==> config.mk <==
export PLATFORM = sky130hd
export DESIGN_NAME = stepper_move_sequencer_flat
export DESIGN_NICKNAME = d
export VERILOG_FILES = /design/src/rtl/sms_pkg.sv /design/src/rtl/sms_if.sv /design/src/rtl/stepper_move_sequencer.sv /design/src/flat_wrapper.sv
export SDC_FILE = /design/constraint.sdc
export NUM_CORES = 1
export LEC_CHECK = 0
export ABC_AREA = 1
export BUFFER_PORTS_ARGS = -buffer_cell sky130_fd_sc_hd__clkbuf_2
export CAP_MARGIN = 20
export CORE_MARGIN = 8
export CORE_UTILIZATION = 62
export DETAILED_ROUTE_END_ITERATION = 8
export HOLD_SLACK_MARGIN = 0.03
export PLACE_DENSITY = 0.84
export SKIP_LAST_GASP = 1
export SLEW_MARGIN = 10
export SYNTH_ARGS = -nofsm -noshare
export SYNTH_HDL_FRONTEND = slang
export SYNTH_SLANG_ARGS = --single-unit
==> constraint.sdc <==
create_clock -name clk -period 10.3 [get_ports clk]
set_clock_uncertainty 0.05 [all_clocks]
set_input_delay 3.09 -clock clk [delete_from_list [all_inputs] [get_ports clk]]
set_output_delay 3.09 -clock clk [all_outputs]
set_load 0.05 [all_outputs]
==> src/rtl/sms_pkg.sv <==
`timescale 1ns / 1ps
// ----------------------------------------------------------------------------
// sms_pkg: shared types and constants of the stepper move sequencer
// Status and command codes, default widths and the command and response words.
// ----------------------------------------------------------------------------
package sms_pkg;

	localparam int STEP_BITS_DEF = 16;
	localparam int WAIT_BITS_DEF = 16;
	localparam logic [7:0] PULSE_HIGH_RST = 8'd10;

	typedef enum logic [2:0] {
		ST_UNKNOWN = 3'd0,
		ST_CW_MAX  = 3'd1,
		ST_CCW_MAX = 3'd2,
		ST_MOV_CW  = 3'd3,
		ST_MOV_CCW = 3'd4
	} status_t;

	typedef enum logic [2:0] {
		MODE_TICK       = 3'd0,
		MODE_START      = 3'd1,
		MODE_STOP       = 3'd2,
		MODE_DISABLE    = 3'd3,
		MODE_SET_STATUS = 3'd4
	} mode_t;

	typedef struct packed {
		logic [2:0]  mode;
		logic        clockwise;
		logic [2:0]  end_status;
		logic        keep_enabled;
		logic [15:0] step_count;
		logic [15:0] wait_ticks;
		logic [2:0]  new_status;
		logic        force_req;
	} cmd_word_t;

	typedef struct packed {
		logic       accepted;
		logic [2:0] status_now;
		logic       motor_enabled;
		logic       step_level;
		logic       dir_level;
		logic       is_moving;
	} rsp_word_t;

endpackage

==> src/rtl/sms_if.sv <==
`timescale 1ns / 1ps
// ----------------------------------------------------------------------------
// sms_if: valid/ready channels of the stepper move sequencer
// One channel for command words, one for response words.
// ----------------------------------------------------------------------------
interface sms_cmd_if import sms_pkg::*; ();
	logic      valid;
	logic      ready;
	cmd_word_t data;

	modport source (output valid, output data, input ready);
	modport sink (input valid, input data, output ready);
endinterface

interface sms_rsp_if import sms_pkg::*; ();
	logic      valid;
	logic      ready;
	rsp_word_t data;

	modport source (output valid, output data, input ready);
	modport sink (input valid, input data, output ready);
endinterface

==> src/rtl/stepper_move_sequencer.sv <==
`timescale 1ns / 1ps
// ----------------------------------------------------------------------------
// stepper_move_sequencer: step/direction driver for an end-to-end motor
// Keeps the motion status, enable and pending move; answers every command word.
// ----------------------------------------------------------------------------
// Usage:
//  cmd carries one word per tick (one microsecond) or command: start, stop,
//  disable or set status. rsp returns exactly one word per command word with
//  the accept flag, status, enable, step and direction levels.
//  cfg_we/cfg_wdata write the step pulse width in ticks (0 acts as 1); write
//  it only while no word is in flight.
//  Latency: the response is valid in the cycle after the command is taken.
//  Throughput: one word per cycle while the response is not stalled; the state
//  update is a single pass of compare and count logic between the state
//  registers and the response register.
//  A stalled response is held in the output register; cmd.ready stays high
//  as long as that register is empty or is being emptied in the same cycle.
//  Reset: status unknown, motor disabled, no steps pending, keep flag set,
//  pulse width 10 ticks, no response pending.
// ----------------------------------------------------------------------------
module stepper_move_sequencer import sms_pkg::*; #(
	parameter int STEP_BITS = STEP_BITS_DEF,
	parameter int WAIT_BITS = WAIT_BITS_DEF
) (
	input  logic         clk,
	input  logic         arst_n,
	input  logic         cfg_we,
	input  logic [7:0]   cfg_wdata,
	sms_cmd_if.sink      cmd,
	sms_rsp_if.source    rsp
);

	localparam int TMR_BITS = WAIT_BITS;

	logic [7:0]           pulse_high_q;
	status_t              status_q, status_d;
	status_t              target_q, target_d;
	logic                 en_q, en_d;
	logic                 keep_q, keep_d;
	logic [STEP_BITS-1:0] steps_q, steps_d;
	logic [WAIT_BITS-1:0] wait_q, wait_d;
	logic [TMR_BITS-1:0]  timer_q, timer_d;
	logic                 phase_q, phase_d;
	logic                 dir_q, dir_d;

	logic                 rsp_valid_q;
	rsp_word_t            rsp_data_q;

	logic                 take;
	logic                 acc;
	logic                 level;
	logic [TMR_BITS-1:0]  t_inc;
	logic [TMR_BITS-1:0]  high_ext;
	logic [STEP_BITS-1:0] steps_in;
	logic                 moving_q;
	logic                 can_cw;
	logic                 can_ccw;
	logic                 end_ok;
	logic                 new_ok;
	logic                 moving_d;

	assign cmd.ready = !rsp_valid_q || rsp.ready;
	assign take      = cmd.valid && cmd.ready;

	assign moving_q = (status_q == ST_MOV_CW) || (status_q == ST_MOV_CCW);
	assign can_cw   = (status_q == ST_UNKNOWN) || (status_q == ST_CCW_MAX);
	assign can_ccw  = (status_q == ST_UNKNOWN) || (status_q == ST_CW_MAX);
	assign t_inc    = timer_q + TMR_BITS'(1);
	assign high_ext = (pulse_high_q == 8'd0) ? TMR_BITS'(1) : TMR_BITS'(pulse_high_q);
	assign steps_in = STEP_BITS'(cmd.data.step_count);
	assign end_ok   = cmd.data.end_status <= ST_MOV_CCW;
	assign new_ok   = cmd.data.new_status <= ST_MOV_CCW;
	assign moving_d = (status_d == ST_MOV_CW) || (status_d == ST_MOV_CCW);

	always_comb begin
		status_d = status_q;
		target_d = target_q;
		en_d     = en_q;
		keep_d   = keep_q;
		steps_d  = steps_q;
		wait_d   = wait_q;
		timer_d  = timer_q;
		phase_d  = phase_q;
		dir_d    = dir_q;
		acc      = 1'b1;
		level    = 1'b0;
		case (cmd.data.mode)
			MODE_TICK: begin
				if (moving_q) begin
					dir_d = (status_q == ST_MOV_CW);
					if (steps_q != '0) begin
						if (!phase_q) begin
							level = 1'b1;
							if (t_inc >= high_ext) begin
								timer_d = '0;
								phase_d = 1'b1;
								// no low time: the step ends on its last high tick
								if (wait_q == '0) begin
									phase_d = 1'b0;
									steps_d = steps_q - STEP_BITS'(1);
								end
							end else begin
								timer_d = t_inc;
							end
						end else if (t_inc >= wait_q) begin
							timer_d = '0;
							phase_d = 1'b0;
							steps_d = steps_q - STEP_BITS'(1);
						end else begin
							timer_d = t_inc;
						end
					end
					// move done: take the end status, drop the enable unless kept
					if (steps_d == '0) begin
						status_d = target_q;
						if (!keep_q) begin
							target_d = ST_UNKNOWN;
							steps_d  = '0;
							timer_d  = '0;
							phase_d  = 1'b0;
							en_d     = 1'b0;
						end
					end
				end
			end
			MODE_START: begin
				if (steps_in == '0 || !end_ok) begin
					acc = 1'b0;
				end else if (cmd.data.end_status == ST_UNKNOWN ||
						(cmd.data.end_status == ST_CCW_MAX && status_q == ST_CW_MAX) ||
						(cmd.data.end_status == ST_CW_MAX && status_q == ST_CCW_MAX) ||
						steps_in == STEP_BITS'(1)) begin
					// target sticks even when the status check below fails
					target_d = status_t'(cmd.data.end_status);
					if (cmd.data.clockwise ? can_cw : can_ccw) begin
						status_d = cmd.data.clockwise ? ST_MOV_CW : ST_MOV_CCW;
						en_d     = 1'b1;
						steps_d  = steps_in;
						keep_d   = cmd.data.keep_enabled;
						wait_d   = WAIT_BITS'(cmd.data.wait_ticks);
						timer_d  = '0;
						phase_d  = 1'b0;
					end else begin
						acc = 1'b0;
					end
				end else begin
					acc = 1'b0;
				end
			end
			MODE_STOP, MODE_DISABLE: begin
				target_d = ST_UNKNOWN;
				steps_d  = '0;
				timer_d  = '0;
				phase_d  = 1'b0;
				if (cmd.data.mode == MODE_DISABLE) begin
					en_d = 1'b0;
				end
			end
			MODE_SET_STATUS: begin
				if (!new_ok) begin
					acc = 1'b0;
				end else if (cmd.data.force_req) begin
					status_d = status_t'(cmd.data.new_status);
				end else if ((cmd.data.new_status == ST_MOV_CW && can_cw) ||
						(cmd.data.new_status == ST_MOV_CCW && can_ccw)) begin
					status_d = status_t'(cmd.data.new_status);
				end else begin
					acc = 1'b0;
				end
			end
			default: begin
				acc = 1'b0;
			end
		endcase
	end

	always_ff @(posedge clk or negedge arst_n) begin
		if (!arst_n) begin
			pulse_high_q <= PULSE_HIGH_RST;
		end else if (cfg_we) begin
			pulse_high_q <= cfg_wdata;
		end
	end

	always_ff @(posedge clk or negedge arst_n) begin
		if (!arst_n) begin
			status_q <= ST_UNKNOWN;
			target_q <= ST_UNKNOWN;
			en_q     <= 1'b0;
			keep_q   <= 1'b1;
			steps_q  <= '0;
			wait_q   <= '0;
			timer_q  <= '0;
			phase_q  <= 1'b0;
			dir_q    <= 1'b0;
		end else if (take) begin
			status_q <= status_d;
			target_q <= target_d;
			en_q     <= en_d;
			keep_q   <= keep_d;
			steps_q  <= steps_d;
			wait_q   <= wait_d;
			timer_q  <= timer_d;
			phase_q  <= phase_d;
			dir_q    <= dir_d;
		end
	end

	always_ff @(posedge clk or negedge arst_n) begin
		if (!arst_n) begin
			rsp_valid_q <= 1'b0;
		end else if (cmd.ready) begin
			rsp_valid_q <= cmd.valid;
		end
	end

	// hold the response word while the receiver stalls
	always_ff @(posedge clk) begin
		if (take) begin
			rsp_data_q.accepted      <= acc;
			rsp_data_q.status_now    <= status_d;
			rsp_data_q.motor_enabled <= en_d;
			rsp_data_q.step_level    <= level;
			rsp_data_q.dir_level     <= dir_d;
			rsp_data_q.is_moving     <= moving_d;
		end
	end

	assign rsp.valid = rsp_valid_q;
	assign rsp.data  = rsp_data_q;

`ifndef SYNTHESIS
	a_no_take_when_stalled: assert property (@(posedge clk) disable iff (!arst_n)
		rsp_valid_q && !rsp.ready |-> !cmd.ready)
		else $error("command taken while response word stalled");

	a_step_only_on_tick: assert property (@(posedge clk) disable iff (!arst_n)
		take && cmd.data.mode != MODE_TICK |=> rsp.valid && !rsp.data.step_level)
		else $error("step level high on a command word");

	a_low_phase_has_steps: assert property (@(posedge clk) disable iff (!arst_n)
		phase_q |-> steps_q != '0)
		else $error("low phase with no step pending");
`endif

endmodule
==> src/flat_wrapper.sv <==
// flat-port wrapper written by rule: the top's interface ports become plain ports
module stepper_move_sequencer_flat import sms_pkg::*;
#(
	parameter int STEP_BITS = STEP_BITS_DEF,
	parameter int WAIT_BITS = WAIT_BITS_DEF
)
  (clk, arst_n, cfg_we, cfg_wdata, cmd_valid, cmd_data, cmd_ready, rsp_valid, rsp_data, rsp_ready);
  sms_cmd_if cmd_i ();
  sms_rsp_if rsp_i ();
  input  logic clk;
  input  logic arst_n;
  input  logic cfg_we;
  input  logic [7:0] cfg_wdata;
  input wire logic [$bits(cmd_i.valid)-1:0] cmd_valid;
  input wire logic [$bits(cmd_i.data)-1:0] cmd_data;
  output wire logic [$bits(cmd_i.ready)-1:0] cmd_ready;
  output wire logic [$bits(rsp_i.valid)-1:0] rsp_valid;
  output wire logic [$bits(rsp_i.data)-1:0] rsp_data;
  input wire logic [$bits(rsp_i.ready)-1:0] rsp_ready;
  assign cmd_i.valid = cmd_valid;
  assign cmd_i.data = cmd_data;
  assign cmd_ready = cmd_i.ready;
  assign rsp_valid = rsp_i.valid;
  assign rsp_data = rsp_i.data;
  assign rsp_i.ready = rsp_ready;
  stepper_move_sequencer #(.STEP_BITS(STEP_BITS), .WAIT_BITS(WAIT_BITS)) u_core (.clk(clk), .arst_n(arst_n), .cfg_we(cfg_we), .cfg_wdata(cfg_wdata), .cmd(cmd_i), .rsp(rsp_i));
endmodule
# Word level (Yosys, flattened, before mapping)
# Index checks and enable logic that the tools add are counted.
[word_totals] reg_bits=75 input_bits=57 output_inout_bits=10 elab_cells=150
[classes] addsub=2 n_lt_le_gt_ge=4 n_eq_ne=21 muxes=73 n_bitwise=1 reduce_logical=32
[ops] operator="16-bit two-way mux" n=23
[ops] operator="16-bit one-hot mux with 3 select lines" n=2
[ops] operator="16-bit logical NOT" n=3
[ops] operator="3-bit two-way mux" n=14
[ops] operator="16-bit >= comparator" n=2
[ops] operator="1-bit two-way mux" n=28
[ops] operator="3-bit by 2-bit == test with 1-bit output (second input constant)" n=7
[ops] operator="3-bit one-hot mux with 3 select lines" n=2
[ops] operator="16-bit by 1-bit adder with 16-bit output (second input constant)" n=1
[ops] operator="16-bit by 1-bit == test with 1-bit output (second input constant)" n=1
[ops] operator="16-bit nonzero test" n=1
[ops] operator="16-bit by 1-bit subtractor with 16-bit output (second input constant)" n=1
[ops] operator="3-bit == test (second input constant)" n=4
[ops] operator="1-bit logical OR" n=10
[ops] operator="3-bit by 1-bit == test with 1-bit output (second input constant)" n=3
[ops] operator="3-bit logical NOT" n=3
[ops] operator="1-bit one-hot mux with 3 select lines" n=3
[ops] operator="8-bit logical NOT" n=1
[ops] operator="8-bit two-way mux" n=1
[ops] operator="2-bit by 1-bit != test with 1-bit output (second input constant)" n=4
[ops] operator="7-bit AND reduction" n=1
[ops] operator="3-bit less-or-equal comparator (second input constant)" n=2
[ops] operator="6-bit AND reduction" n=1
[ops] operator="1-bit logical AND" n=5
[ops] operator="other kinds (8)" n=10

# Logic depth before layout (Yosys ltp)
[logic_depth] ltp_word=14 mapped_depth=32 depth_no_buf=31

# Worst setup path before layout
# Ideal clock, no wire load.
[synth_timing] kind="input-to-output" from="in rsp_ready" to="out cmd_ready" arrival_time_ps=3471 required_ps=7160 setup_slack_ps=3689 cell_stages=2 n_path_buf=0 cell_sequence="inv_1 > nand2_1"
[synth_via] elab_chain_len=1
[synth_lines] element="start, declared" line_no="flat_wrapper.sv:19" source="input wire logic [$bits(rsp_i.ready)-1:0] rsp_ready;"
[synth_lines] element="1-bit logical OR" line_no="stepper_move_sequencer.sv:62" source="assign cmd.ready = !rsp_valid_q || rsp.ready;"
[synth_lines] element="end, declared" line_no="flat_wrapper.sv:16" source="output wire logic [$bits(cmd_i.ready)-1:0] cmd_ready;"
# Every way passes these cells.

# Worst setup path in the final report
# Ends and elaborated chain as after synthesis.

==> tab_implementation.tex <==
\begin{tabular}{lr}
\hline
Metric & Value \\
\hline
\multicolumn{2}{l}{\textbf{Detailed routing}} \\
Routed wire length & 16.44 mm \\
Drt first-iter violations & 591 \\
Initial DRT Pass Iterations & 7 \\
Antenna Nets Post-Route & 0 \\
Total DRC errors in the routed layout & 0 \\
Count of vias placed by the detailed router & 6109 \\
Vias per cell & 5.780 \\
Routed length per placed instance & 15.55 microns \\
\multicolumn{2}{l}{\textbf{CTS}} \\
Clock buffers created by TritonCTS & 9 \\
Max Buffers Root-to-Sink & 2 \\
Post-CTS setup buffer count & 0 \\
CTS tree & built \\
Clock latency of the later-clocked register in the worst-skew pair & between 0.3 and 0.4 ns \\
Clock-pin slew on the worst setup and hold paths & roughly 0.08 ns \\
Hold-fix buffer count after cts & 0 \\
Post-cts gate resize count & 0 \\
Root Buffer Master & sky130\_fd\_sc\_hd\_\_clkbuf\_8 \\
H-tree depth reported by CTS & 3 \\
CTS sink count & 75 \\
\multicolumn{2}{l}{\textbf{Finish}} \\
Fraction of final layout cells sized beyond drive strength 1 & 12.61\% \\
FILL cells & slightly below 800 \\
Total non-filler cell area in the finished layout & 6486 sq um \\
Synth-to-layout area growth & 9.994\% \\
Area occupied by registers & 1921 sq um \\
Multi-input gate area in the final layout & 3356 sq um \\
Antenna cells & 0 \\
Nets@finish & between 1000 and 1500 \\
\multicolumn{2}{l}{\textbf{Synth}} \\
Most frequent cells after synthesis & sky130\_fd\_sc\_hd\_\_nand2\_1, sky130\_fd\_sc\_hd\_\_inv\_1, sky130\_fd\_sc\_hd\_\_nand3\_1 \\
Share of flip-flops with an asynchronous set or reset & 89.33\% \\
Most used flip-flop cell after synthesis & sky130\_fd\_sc\_hd\_\_dfrtp\_1 \\
Post-synthesis cell count & 870 \\
Library cell occupying the most area in the post-synthesis netlist & sky130\_fd\_sc\_hd\_\_dfrtp\_1 \\
Top cells by area in the synthesized netlist & sky130\_fd\_sc\_hd\_\_dfrtp\_1, sky130\_fd\_sc\_hd\_\_nand2\_1, sky130\_fd\_sc\_hd\_\_nand3\_1 \\
Number of nets in the synthesized netlist & 953 \\
Post-synthesis cell type count & between 50 and 60 \\
Number of flip-flops and latches in the synthesized netlist & 75 \\
Count of flip-flops with a built-in enable after synthesis & 8 \\
Synthesized area divided by synthesized cell count & $\sim$6.8 sq um \\
Portion of the post-synthesis area used by sequential elements & 32.57\% \\
Combined area of all synthesized cells & $\sim$5900 sq um \\
Most repeated cell in the gate-level netlist after synthesis & sky130\_fd\_sc\_hd\_\_nand2\_1 \\
Share of Yosys cell area claimed by the top area cell type & between 20\% and 30\% \\
Count of yosys warnings during synthesis & 0 \\
\multicolumn{2}{l}{\textbf{Floorplan}} \\
FP Rows & 35 \\
Die Footprint & 12890 sq um \\
Io pins & between 60 and 70 \\
Effective utilization at floorplan & between 60 and 70\% \\
Die boundary width & around 110 microns \\
Die height & approximately 110 microns \\
Core Footprint & approximately 9000 sq um \\
\multicolumn{2}{l}{\textbf{Global route}} \\
Vias in the first global route & 5854 \\
Met2 demand-to-capacity share in global routing & approximately 41\% \\
GR peak layer & met2 \\
GR Util met3 & 4.279\% \\
Initial antenna violation count & 0 \\
GR Util All Layers & 25.79\% \\
Global-route track usage on met1 & a little over a third \\
Wire length of the first global-routing pass & 27.48 mm \\
Remaining global-route overflow & 0 \\
Maximum number of pins on one net before global-route repair & between 60 and 70 \\
\multicolumn{2}{l}{\textbf{Critical path}} \\
Cell with the largest stage delay on the worst path & sky130\_fd\_sc\_hd\_\_clkbuf\_2 \\
Cell seen most often among critical-path stages & sky130\_fd\_sc\_hd\_\_clkbuf\_2 \\
Arr. time, crit path & around 3.6 ns \\
Crit path from & rsp\_ready \\
Setup slack, reg-to-reg & about 5.6 ns \\
Reg2reg path depth & 26 \\
Worst setup path class & in -> out \\
Req. time, crit path & between 7 and 8 ns \\
Maximum net fanout on the critical path & 3 \\
Crit path launch type & input port \\
Delay contributed by the slowest stage of the critical path & approximately 0.29 ns \\
Worst reg2reg startpoint & u\_core.timer\_q[0] \\
Cells along the critical path & clkbuf\_2, inv\_1, nand2\_1, clkbuf\_2 \\
FF-to-FF End & u\_core.rsp.data[0] \\
Worst Setup End Kind & output pin \\
\multicolumn{2}{l}{\textbf{Power}} \\
P\_leak & roughly 0.0035 uW \\
Peak supply drop & between 0.1 and 0.15 mV \\
Power density relative to cell area & roughly 170 nW/um\^{}2 \\
\multicolumn{2}{l}{\textbf{Timing}} \\
Post-Route Setup TNS & 0 ns \\
Number of failing hold endpoints at the final stage & 0 \\
RSZ-0062 raised after global routing & no \\
Post-route clock period utilization & between 60\% and 70\% \\
Minimum setup slack in the final design & around 3.6 ns \\
Actual slew at the worst max-slew pin & about 0.96 ns \\
Pins over their slew limit & 0 \\
Relative max-transition margin & a little over a third \\
Final-layout worst hold slack & about 0.44 ns \\
Final critical path time including I/O delays and setup & between 6 and 7 ns \\
Highest attainable clock frequency & between 100 and 150 MHz \\
Final setup violation count & 0 \\
\multicolumn{2}{l}{\textbf{Hold path}} \\
Hold path cells & 2 \\
WHS Endpoint & u\_core.dir\_q \\
Class of the most critical hold timing path & reg -> reg \\
Hold path startpoint & u\_core.dir\_q \\
\multicolumn{2}{l}{\textbf{Place}} \\
Placement Setup Slack & roughly 3.6 ns \\
Placer's final routability congestion estimate & between 0.9 and 1 \\
Area of placed instances & between 6000 and 7000 sq um \\
Dpl hpwl & 11.98 mm \\
Number of buffers added on ports & 66 \\
\multicolumn{2}{l}{\textbf{Job}} \\
Number of maximum-capacitance constraint violations & 0 \\
\multicolumn{2}{l}{\textbf{Status}} \\
Outcome & finished, final reports clean \\
\hline
\end{tabular}
[how the worst max path moves through the flow]
stage | endpoint | slack (ns) | cells after the start
6_report | cmd_ready | 3.59 | 4
5_1_grt | cmd_ready | 3.55 | 4
4_1_cts | cmd_ready | 3.58 | 4
3_5_place_dp | cmd_ready | 3.58 | 4
3_3_place_gp | cmd_ready | 3.60 | 4
2_1_floorplan | cmd_ready | 3.69 | 2
[power breakdown]
part | switching, uW | leakage (uW) | internal [uW]
Sequential | 51.1 | 0.000864 | 356
Clock | 128 | 0.000104 | 120
Combinational | 302 | 0.00249 | 149
[final cells by class]
type | count | area share (%)
Inverter | 131 | 7.581
Tap cell | 129 | 2.488
Sequential cell | 75 | 29.61
Timing Repair Buffer | 68 | 5.324
Clock buffer | 12 | 2.739
Multi-Input combinational cell | 638 | 51.74
Clock inverter | 4 | 0.5208
[stage by stage]
stage          utilization (%)  total power (uW)  std cells
2_1_floorplan                -             737.5        870
3_3_place_gp             67.91             831.1       1041
3_5_place_dp             67.91             850.8       1041
4_1_cts                  70.20              1099       1057
5_1_grt                  70.20              1188       1057
6_report                 70.20              1105       1057
[routing by layer]
metal  part of all wire, %  wire length, microns  vias to the layer above
met2                    45                  7426                      313
met5                     0                     0                        -
li1                      -                     -                     2967
met1                    44                  7196                     2784
met4                   2.1                   349                        0
met3                   8.9                  1467                       45
[critical path: cells and delay by family]
kind                   cells  cell delay (ns)
buffers and inverters      3             0.40
and+or+nand+nor            1             0.09
[kinds of logic after synthesis]
| group | synth area share [%] |
|---|---|
| simple gates | 33.80 |
| buf+inv | 10.52 |
| flops | 32.57 |
| xor+xnor | 2.822 |
| compound gates | 14.58 |
| fa+ha+maj | 5.517 |
| mux | 0.1909 |
[state kept, by name, indices dropped and copies added (netlist names)]
| register | cells |
|---|---|
| u_core.wait_q | 16 |
| u_core.dir_q | 1 |
| u_core.keep_q | 1 |
| u_core.steps_q | 16 |
| u_core.pulse_high_q | 8 |
| u_core.timer_q | 16 |
| u_core.en_q | 1 |
| u_core.rsp.valid | 1 |
| u_core.phase_q | 1 |
| u_core.rsp.data | 8 |
| u_core.status_q | 3 |
| u_core.target_q | 3 |
[cells in the final DEF (no fill, tap or decap), types with 2 or more instances in the layout]
cell                        netlist  final
sky130_fd_sc_hd__inv_1          129    129
sky130_fd_sc_hd__clkbuf_2         0     65
sky130_fd_sc_hd__buf_4            1      2
sky130_fd_sc_hd__xor2_1          18     18
sky130_fd_sc_hd__nand3_1        102    102
sky130_fd_sc_hd__a221oi_1         4      4
sky130_fd_sc_hd__o21ai_1         11     11
sky130_fd_sc_hd__nor4_1           8      8
sky130_fd_sc_hd__a21o_1           2      2
sky130_fd_sc_hd__inv_6            0      3
sky130_fd_sc_hd__o211ai_1         2      2
sky130_fd_sc_hd__dfstp_2          3      3
sky130_fd_sc_hd__nor3_1           5      5
sky130_fd_sc_hd__ha_1            26     26
sky130_fd_sc_hd__edfxtp_1         8      8
sky130_fd_sc_hd__nor2_1          85     85
sky130_fd_sc_hd__o22ai_1          9      9
sky130_fd_sc_hd__nor2_2           6      6
sky130_fd_sc_hd__a31oi_1          4      4
sky130_fd_sc_hd__nand3_2          3      3
sky130_fd_sc_hd__nand2_1        210    210
sky130_fd_sc_hd__nand2_2          8      8
sky130_fd_sc_hd__dfrtp_1         64     64
sky130_fd_sc_hd__a22oi_1         13     13
sky130_fd_sc_hd__o21ai_0         35     35
sky130_fd_sc_hd__nor2_4           2      2
sky130_fd_sc_hd__nand2_4          2      2
sky130_fd_sc_hd__a21oi_1         51     51
sky130_fd_sc_hd__o31ai_1          2      2
sky130_fd_sc_hd__clkbuf_16        0      2
sky130_fd_sc_hd__clkbuf_8         0      9
sky130_fd_sc_hd__nand4_1         13     13
Power figures use the tool's default switching activity.
